**src/rtl/fefh_pkg.sv**
```systemverilog
// shared constants and command/status types of the edge-hold fir filter
package fefh_pkg;

  localparam int MAX_TAPS = 32;
  localparam int TAP_W    = $clog2(MAX_TAPS);
  localparam int CFG_W    = 6;
  localparam int SLOT_W   = 5;
  localparam int SAMPLE_W = 16;
  localparam int COEF_W   = 16;
  localparam int OUT_W    = 16;
  localparam int FRAC_W   = 15;
  localparam int PROD_W   = SAMPLE_W + COEF_W;
  localparam int ACC_W    = PROD_W + TAP_W;

  // word kinds on the input channel
  localparam logic KIND_SAMPLE = 1'b0;
  localparam logic KIND_COEF   = 1'b1;

  // controller to datapath
  typedef struct packed {
    logic             start;
    logic             coef_we;
    logic             mac_en;
    logic [TAP_W-1:0] tap_idx;
    logic [TAP_W-1:0] hist_idx;
    logic             out_load;
  } fefh_cmd_t;

  // datapath to controller
  typedef struct packed {
    logic out_full;
  } fefh_sts_t;

endpackage

```
**src/rtl/fefh_dp.sv**
```systemverilog
// datapath: history line, tap table, shared multiply-accumulate and output register
module fefh_dp (
  input  logic                               clk_i,
  input  logic                               rst_ni,
  input  fefh_pkg::fefh_cmd_t                cmd_i,
  output fefh_pkg::fefh_sts_t                sts_o,
  input  logic signed [fefh_pkg::SAMPLE_W-1:0] sample_value_i,
  input  logic                               signal_start_i,
  input  logic [fefh_pkg::SLOT_W-1:0]        coef_slot_i,
  input  logic signed [fefh_pkg::COEF_W-1:0] coef_word_i,
  input  logic                               out_stall_i,
  output logic                               out_valid_o,
  output logic signed [fefh_pkg::OUT_W-1:0]  filtered_value_o,
  output logic                               clipped_o
);
  import fefh_pkg::*;

  logic signed [SAMPLE_W-1:0] hist_q [MAX_TAPS];
  logic signed [COEF_W-1:0]   tap_q  [MAX_TAPS];
  logic signed [PROD_W-1:0]   prod_q;
  logic                       prod_vld_q;
  logic signed [ACC_W-1:0]    acc_q;
  logic                       out_vld_q;
  logic signed [OUT_W-1:0]    out_val_q;
  logic                       out_clip_q;

  logic signed [PROD_W-1:0]   prod_d;
  logic                       ovf;
  logic signed [OUT_W-1:0]    sat_val;

  assign prod_d = tap_q[cmd_i.tap_idx] * hist_q[cmd_i.hist_idx];

  // floor shift is dropping the fraction bits; overflow when the bits above
  // the 16-bit window disagree with its sign bit
  assign ovf = !((&acc_q[ACC_W-1:FRAC_W+OUT_W-1]) || !(|acc_q[ACC_W-1:FRAC_W+OUT_W-1]));
  always_comb begin
    if (ovf) begin
      sat_val = acc_q[ACC_W-1] ? {1'b1, {(OUT_W-1){1'b0}}} : {1'b0, {(OUT_W-1){1'b1}}};
    end else begin
      sat_val = acc_q[FRAC_W+OUT_W-1:FRAC_W];
    end
  end

  // history and tap table
  always_ff @(posedge clk_i or negedge rst_ni) begin
    if (!rst_ni) begin
      for (int i = 0; i < MAX_TAPS; i++) begin
        hist_q[i] <= '0;
        tap_q[i]  <= '0;
      end
    end else begin
      if (cmd_i.start) begin
        if (signal_start_i) begin
          for (int i = 0; i < MAX_TAPS; i++) hist_q[i] <= sample_value_i;
        end else begin
          for (int i = MAX_TAPS - 1; i > 0; i--) hist_q[i] <= hist_q[i-1];
          hist_q[0] <= sample_value_i;
        end
      end
      if (cmd_i.coef_we && (int'(coef_slot_i) < MAX_TAPS)) begin
        tap_q[TAP_W'(coef_slot_i)] <= coef_word_i;
      end
    end
  end

  // multiply then accumulate, one register between
  always_ff @(posedge clk_i or negedge rst_ni) begin
    if (!rst_ni) begin
      prod_vld_q <= 1'b0;
    end else begin
      prod_vld_q <= cmd_i.mac_en;
    end
  end

  always_ff @(posedge clk_i) begin
    prod_q <= prod_d;
    if (cmd_i.start) begin
      acc_q <= '0;
    end else if (prod_vld_q) begin
      acc_q <= acc_q + {{(ACC_W-PROD_W){prod_q[PROD_W-1]}}, prod_q};
    end
  end

  // output register
  always_ff @(posedge clk_i or negedge rst_ni) begin
    if (!rst_ni) begin
      out_vld_q <= 1'b0;
    end else if (cmd_i.out_load) begin
      out_vld_q <= 1'b1;
    end else if (!out_stall_i) begin
      out_vld_q <= 1'b0;
    end
  end

  always_ff @(posedge clk_i) begin
    if (cmd_i.out_load) begin
      out_val_q  <= sat_val;
      out_clip_q <= ovf;
    end
  end

  assign sts_o.out_full  = out_vld_q;
  assign out_valid_o      = out_vld_q;
  assign filtered_value_o = out_val_q;
  assign clipped_o        = out_clip_q;

  a_start_no_pending_product: assert property (@(posedge clk_i) disable iff (!rst_ni)
    cmd_i.start |-> !prod_vld_q)
    else $error("new word started while a product was still in flight");

  a_mac_feeds_acc: assert property (@(posedge clk_i) disable iff (!rst_ni)
    cmd_i.mac_en |=> prod_vld_q)
    else $error("issued tap product never reached the accumulator");

  a_no_load_during_mac: assert property (@(posedge clk_i) disable iff (!rst_ni)
    cmd_i.out_load |-> (!prod_vld_q && !cmd_i.mac_en))
    else $error("result loaded before accumulation finished");

endmodule

```
**src/rtl/fefh_ctrl.sv**
```systemverilog
// controller: word acceptance, tap sequencing and result handoff
module fefh_ctrl (
  input  logic                          clk_i,
  input  logic                          rst_ni,
  input  logic                          in_valid_i,
  output logic                          in_stall_o,
  input  logic                          kind_i,
  input  logic                          cfg_valid_i,
  input  logic                          cfg_ready_i,
  input  logic [fefh_pkg::CFG_W-1:0]    cfg_tap_count_i,
  input  logic                          out_stall_i,
  input  fefh_pkg::fefh_sts_t           sts_i,
  output fefh_pkg::fefh_cmd_t           cmd_o
);
  import fefh_pkg::*;

  typedef enum logic [1:0] {
    S_IDLE,
    S_MAC,
    S_DRAIN,
    S_DONE
  } state_e;

  state_e           state_q, state_d;
  logic [TAP_W-1:0] k_q, k_d;
  logic [TAP_W-1:0] nm1_q, nm1_d;
  logic             in_acc;
  logic             can_load;

  assign in_acc   = in_valid_i && !in_stall_o;
  assign can_load = !sts_i.out_full || !out_stall_i;
  assign in_stall_o = (state_q != S_IDLE);

  always_comb begin
    state_d = state_q;
    k_d     = k_q;
    nm1_d   = nm1_q;
    cmd_o   = '0;
    cmd_o.tap_idx  = k_q;
    cmd_o.hist_idx = nm1_q - k_q;

    // tap count zero acts as one tap, above the table size it saturates
    if (cfg_valid_i && cfg_ready_i) begin
      if (cfg_tap_count_i == '0) begin
        nm1_d = '0;
      end else if (int'(cfg_tap_count_i) > MAX_TAPS) begin
        nm1_d = TAP_W'(MAX_TAPS - 1);
      end else begin
        nm1_d = TAP_W'(cfg_tap_count_i - CFG_W'(1));
      end
    end

    unique case (state_q)
      S_IDLE: begin
        if (in_acc) begin
          if (kind_i == KIND_COEF) begin
            cmd_o.coef_we = 1'b1;
          end else begin
            cmd_o.start = 1'b1;
            k_d         = '0;
            state_d     = S_MAC;
          end
        end
      end
      S_MAC: begin
        cmd_o.mac_en = 1'b1;
        if (k_q == nm1_q) begin
          state_d = S_DRAIN;
        end else begin
          k_d = k_q + TAP_W'(1);
        end
      end
      S_DRAIN: begin
        state_d = S_DONE;
      end
      S_DONE: begin
        if (can_load) begin
          cmd_o.out_load = 1'b1;
          state_d        = S_IDLE;
        end
      end
      default: begin
        state_d = S_IDLE;
      end
    endcase
  end

  always_ff @(posedge clk_i or negedge rst_ni) begin
    if (!rst_ni) begin
      state_q <= S_IDLE;
      k_q     <= '0;
      nm1_q   <= '0;
    end else begin
      state_q <= state_d;
      k_q     <= k_d;
      nm1_q   <= nm1_d;
    end
  end

  a_k_in_range: assert property (@(posedge clk_i) disable iff (!rst_ni)
    (state_q == S_MAC) |-> (k_q <= nm1_q))
    else $error("tap counter ran past the tap count");

  a_sample_starts_mac: assert property (@(posedge clk_i) disable iff (!rst_ni)
    (in_acc && kind_i == KIND_SAMPLE) |=> (state_q == S_MAC && k_q == '0))
    else $error("accepted sample did not start the tap walk");

  a_drain_to_done: assert property (@(posedge clk_i) disable iff (!rst_ni)
    (state_q == S_DRAIN) |=> (state_q == S_DONE))
    else $error("drain cycle not followed by result handoff");

endmodule

```
**src/rtl/fir_filter_edge_hold_top.sv**
```systemverilog
// top level of the edge-hold direct-form fir filter
//
// input channel: in_valid_i / in_stall_o carry one word per handshake, either
// a sample word (kind_i low) or a coefficient word (kind_i high) that writes
// coef_word_i into tap coef_slot_i. a sample word with signal_start_i high
// first fills the whole history with itself
// output channel: out_valid_o / out_stall_i carry one result word per sample
// word, none per coefficient word
// config channel: cfg_valid_i / cfg_ready_o write the tap count, which the user
// must change only while the filter is idle; the block itself does not enforce it
// sequencing: a sample word with L taps in use walks them through the single
// shared multiplier, one tap per cycle, then passes a drain state and a done
// state that loads the result once the output register is free; the next word
// is accepted only after the result is loaded. a coefficient word is written
// straight into the tap table and leaves the filter idle for the next word
// reset: history, tap table cleared, tap count one, both channels empty
// a stalled receiver holds the result; a finished next result waits in the
// accumulator until the output register frees up
module fir_filter_edge_hold_top (
  input  logic                               clk_i,
  input  logic                               rst_ni,
  // input words
  input  logic                               in_valid_i,
  output logic                               in_stall_o,
  input  logic                               kind_i,
  input  logic signed [fefh_pkg::SAMPLE_W-1:0] sample_value_i,
  input  logic                               signal_start_i,
  input  logic [fefh_pkg::SLOT_W-1:0]        coef_slot_i,
  input  logic signed [fefh_pkg::COEF_W-1:0] coef_word_i,
  // tap count register
  input  logic                               cfg_valid_i,
  output logic                               cfg_ready_o,
  input  logic [fefh_pkg::CFG_W-1:0]         cfg_tap_count_i,
  // result words
  output logic                               out_valid_o,
  input  logic                               out_stall_i,
  output logic signed [fefh_pkg::OUT_W-1:0]  filtered_value_o,
  output logic                               clipped_o
);
  import fefh_pkg::*;

  fefh_cmd_t cmd;
  fefh_sts_t sts;

  // the register write is always taken; the user must issue it only while idle, the block does not enforce this
  assign cfg_ready_o = 1'b1;

  fefh_ctrl u_ctrl (
    .clk_i           (clk_i),
    .rst_ni          (rst_ni),
    .in_valid_i      (in_valid_i),
    .in_stall_o      (in_stall_o),
    .kind_i          (kind_i),
    .cfg_valid_i     (cfg_valid_i),
    .cfg_ready_i     (cfg_ready_o),
    .cfg_tap_count_i (cfg_tap_count_i),
    .out_stall_i     (out_stall_i),
    .sts_i           (sts),
    .cmd_o           (cmd)
  );

  fefh_dp u_dp (
    .clk_i            (clk_i),
    .rst_ni           (rst_ni),
    .cmd_i            (cmd),
    .sts_o            (sts),
    .sample_value_i   (sample_value_i),
    .signal_start_i   (signal_start_i),
    .coef_slot_i      (coef_slot_i),
    .coef_word_i      (coef_word_i),
    .out_stall_i      (out_stall_i),
    .out_valid_o      (out_valid_o),
    .filtered_value_o (filtered_value_o),
    .clipped_o        (clipped_o)
  );

  // a held result must never be overwritten by the next one
  a_no_result_overwrite: assert property (@(posedge clk_i) disable iff (!rst_ni)
    (out_valid_o && out_stall_i) |-> !cmd.out_load)
    else $error("result overwritten while the receiver stalls");

endmodule

```
**config.mk**
```make
export PLATFORM = sky130hd
export DESIGN_NAME = fir_filter_edge_hold_top
export DESIGN_NICKNAME = d
export VERILOG_FILES = /design/src/rtl/fefh_pkg.sv /design/src/rtl/fefh_dp.sv /design/src/rtl/fefh_ctrl.sv /design/src/rtl/fir_filter_edge_hold_top.sv
export SDC_FILE = /design/constraint.sdc
export NUM_CORES = 2
export LEC_CHECK = 0
export BUFFER_PORTS_ARGS = -buffer_cell sky130_fd_sc_hd__buf_2
export CORE_MARGIN = 3
export CORE_UTILIZATION = 60
export CTS_BUF_LIST = sky130_fd_sc_hd__clkbuf_8
export CTS_CLUSTER_SIZE = 16
export DETAILED_ROUTE_END_ITERATION = 10
export PLACE_DENSITY = 0.76
export SETUP_SLACK_MARGIN = 0.05
export SLEW_MARGIN = 40
export SYNTH_ARGS = -nofsm -noshare
export SYNTH_HDL_FRONTEND = slang
export SYNTH_SLANG_ARGS = --single-unit
```
**constraint.sdc**
```tcl
create_clock -name clk_i -period 11.2 [get_ports clk_i]
set_clock_uncertainty 0.15 [all_clocks]
set_input_delay 0 -clock clk_i [delete_from_list [all_inputs] [get_ports clk_i]]
set_output_delay 0 -clock clk_i [all_outputs]
set_load 0.01 [all_outputs]
```
==> run summary <==
Internal: 11.71 mW
RR Endpoint: u_dp.prod_q[29]
Root Buffer: clkbuf_8
Clock Latency Late Sink: 870 ps
max_cap viols: 0
clock buffer depth: 3
Seq cells post-synth: 1,124
clock share of power: 17.2%
FF-to-FF Start: u_ctrl.k_q[1]
fraction of layout instances using a drive strength above 1: 23.73%
Synth Instances: 5,528
worst stage delay on the critical path: 870 ps
worst hold stages: 6
CP max stage cell: dfrtp_4
row cnt: 118
Worst EP required: 11,830 ps
most common cell in the netlist: dfrtp_1
Synth async-reset ratio: 92.35%
total gr overflow: 0
syn_nets: 5,971
RSZ-0062 raised after global routing: false
final hold slack: 117.8 ps
Slew Viols, Final: 0
VDD IR max: 271.5 uV
Hold Vio Cnt, Final: 0
core area: 0.1039 mm2
Mapped Avg Cell Area: 11.40 um2
final setup violation count: 0
minimum clock period: 9899 ps
IO Pins: 70
Area contributors post-synth: dfrtp_1, mux4_2, mux2_2
synthesized-area fraction occupied by xor and xnor cells: 0.9986%
top post-synthesis cells by count: dfrtp_1, nand2_1, a21oi_1
# fillers: 7,539
synth unique cells: 73
Pre-Repair DR Iteration Count: 6
CTS resizes: 0
most used cell, CP: fa_1
Final Power: 20.28 mW
final period utilization: 88.38%
FF-to-FF setup slack: 1300 ps
setup TNS: 0 ps
PortBufs: 68
P_sw: 8.573 mW
main combinational cell family by area after synthesis: multiplexers
GPL Wtd Cong: 0.9213
initial antenna violation count: 5
register area share after synthesis: 44.22%
area growth from synthesis to layout: 9.486%
f_max: 101.0 MHz
complex-gate fraction of the synthesized area: 10.05%
Horiz. Die Dim: 330.1 um
drt initial violations: 3,855
wire length on met2: 69,150 um
Slew Limit Headroom: 37.22%
Synth Area in Adders: 11.01%
Comb pwr share: 52.8%
Worst Setup Path Type: flip-flop to flip-flop
status: complete, no violations
synthesized area: 0.06302 mm2
CTS Buf Count: 180
die extent in y: 330.1 um
Tightest Pin Transition: 923.5 ps
share of the synthesized area in the top cell type: 41.21%
CTS tree: built
R2R depth: 30
P_leak: 32.53 nW
number of global-route vias before repair: 43.52k
Hold Path End: u_ctrl.nm1_q[0]
mux share of post-synthesis cell area: 21.87%
Clock transition at path regs: 60 ps
detailed-placement wirelength estimate: 90,310 um
Sw Share: 42.26%
global-route wire length before repair: 234,400 um
final WL: 144,700 um
Critical Path Sink Type: flip-flop
Antenna Violating Nets Remaining: 0
GRT Total Usage: 27.16%
WL/cell: 20.51 um
Synth area leader: dfrtp_1
Critical Path Source Type: flip-flop
Syn. warnings: 0
H-tree depth: 4
Post-synth EDFFs: 17
Pwr Density: 294.0 mW/mm2
main flop type after synthesis: dfrtp_1
WL met1: 61,610 um
top routing layer in use: met4
largest net degree at the start of global routing: 264
nets: 5,966
Post-Synth Simple-Gate Area: 6.863%
Post-CTS Setup Bufs: 0
detailed-route via count: 42.43k
hold_sp: cfg_tap_count_i[0]
Critical Path Fanout Max: 43
die area: 0.1090 mm2
CTS sink count: 1,124
# DRC: 0
Hold Crit Class: primary input to flip-flop
vias per cell: 6.013
Sequential Power Share: 30.0%
met3 WL: 9503 um
Initial Utilization: 60.64%
CP arrival: 10,530 ps
==> registers in the layout, indices dropped and copies added, names as in the netlist, 2 cells and up <==
signal                 cells
u_ctrl.k_q                 5
u_ctrl.nm1_q               5
u_ctrl.state_q             2
u_dp.acc_q                37
u_dp.filtered_value_o     16
u_dp.hist_q              512
u_dp.prod_q               32
u_dp.tap_q               512
==> what timing repair did <==
action,CTS,global route
hold buffers,100,0
endpoints found under the hold margin,1479,0
setup endpoints to repair,0,0
==> power by group through the flow <==
stage	clock network (mW)	logic, mW	registers, mW
floorplan	0	8.05	5.82
global placement	0	10.3	6.08
detailed placement	0	10.6	6.13
CTS	3.55	10.7	6.07
global route	3.74	11.9	6.22
finish	3.49	10.7	6.09
==> cells by family after synthesis <==
family | Yosys count
AND/OR/NAND/NOR | 1050
other | 1
multiplexers | 897
buffers and inverters | 789
XOR/XNOR | 71
adder cells (fa/ha/maj) | 397
flip-flops | 1124
AO/OA/AOI/OAI | 1199
==> worst max path at each step <==
stage,from,to,slack [ps],cells past startpoint
floorplan,u_ctrl.k_q[1],u_dp.prod_q[29],2180,35
finish,u_ctrl.k_q[1],u_dp.prod_q[29],1300,30
global route,u_ctrl.k_q[1],u_dp.prod_q[29],840,30
CTS,u_ctrl.k_q[1],u_dp.prod_q[29],1300,30
detailed placement,u_ctrl.k_q[1],u_dp.prod_q[29],1280,30
global placement,u_ctrl.k_q[1],u_dp.prod_q[29],1440,30
==> final cells by class <==
class	instances	area [um2]	share of cell area (%)
repair buffers	245	2225	3.224
inverters	357	1353	1.960
flip-flops and latches	1124	27880	40.40
clock inverters	119	684.4	0.9919
diodes	4	10.01	0.01451
multi-input cells	3615	32210	46.68
well taps	1380	1727	2.502
clock buffers	212	2918	4.229
==> worst max-delay path, delay by kind of cell (launching register included) <==
family	cells	cell delay, ps
flops	1	870
fa+ha+maj	8	3850
mux	2	700
simple gates	5	960
compound gates	6	1390
xor+xnor	2	660
buf+inv	7	1240
==> through the flow <==
stage | instance area (um2) | cells | utilization [%] | setup slack (ps)
after detailed placement | 64260 | 6618 | 61.83 | 1276
after floorplan | 63020 | 5528 | - | 2179
final | 69000 | 7056 | 66.39 | 1301
after CTS | 68880 | 7049 | 66.27 | 1300
after global placement | 64070 | 6615 | 61.64 | 1441
after global routing | 69000 | 7055 | 66.38 | 844.0
==> placed cells by master, fill, tap and decap left out, types with 16 or more instances in the layout <==
cell,count
nand3_1,22
ha_1,128
edfxtp_1,17
fa_1,263
a21o_1,43
dfxtp_1,69
mux2_2,524
mux4_2,320
nor2_1,199
clkbuf_8,212
inv_1,433
xor2_1,20
xnor2_1,48
buf_4,48
mux2i_1,34
dlygate4sd3_1,99
nor2_2,17
nand2b_1,18
a21oi_1,555
clkinv_2,16
buf_2,67
nand2_1,670
o21ai_0,527
dfrtp_1,1033
==> metal layers <==
metal / up-vias / global-route usage, %
met2: 1361 / 43.24
met3: 310 / 5.605
li1: 19190 / -
met5: - / 0
met1: 21560 / 37.53
met4: 0 / 9.703
No activity file was read; power rests on OpenSTA's default activity.
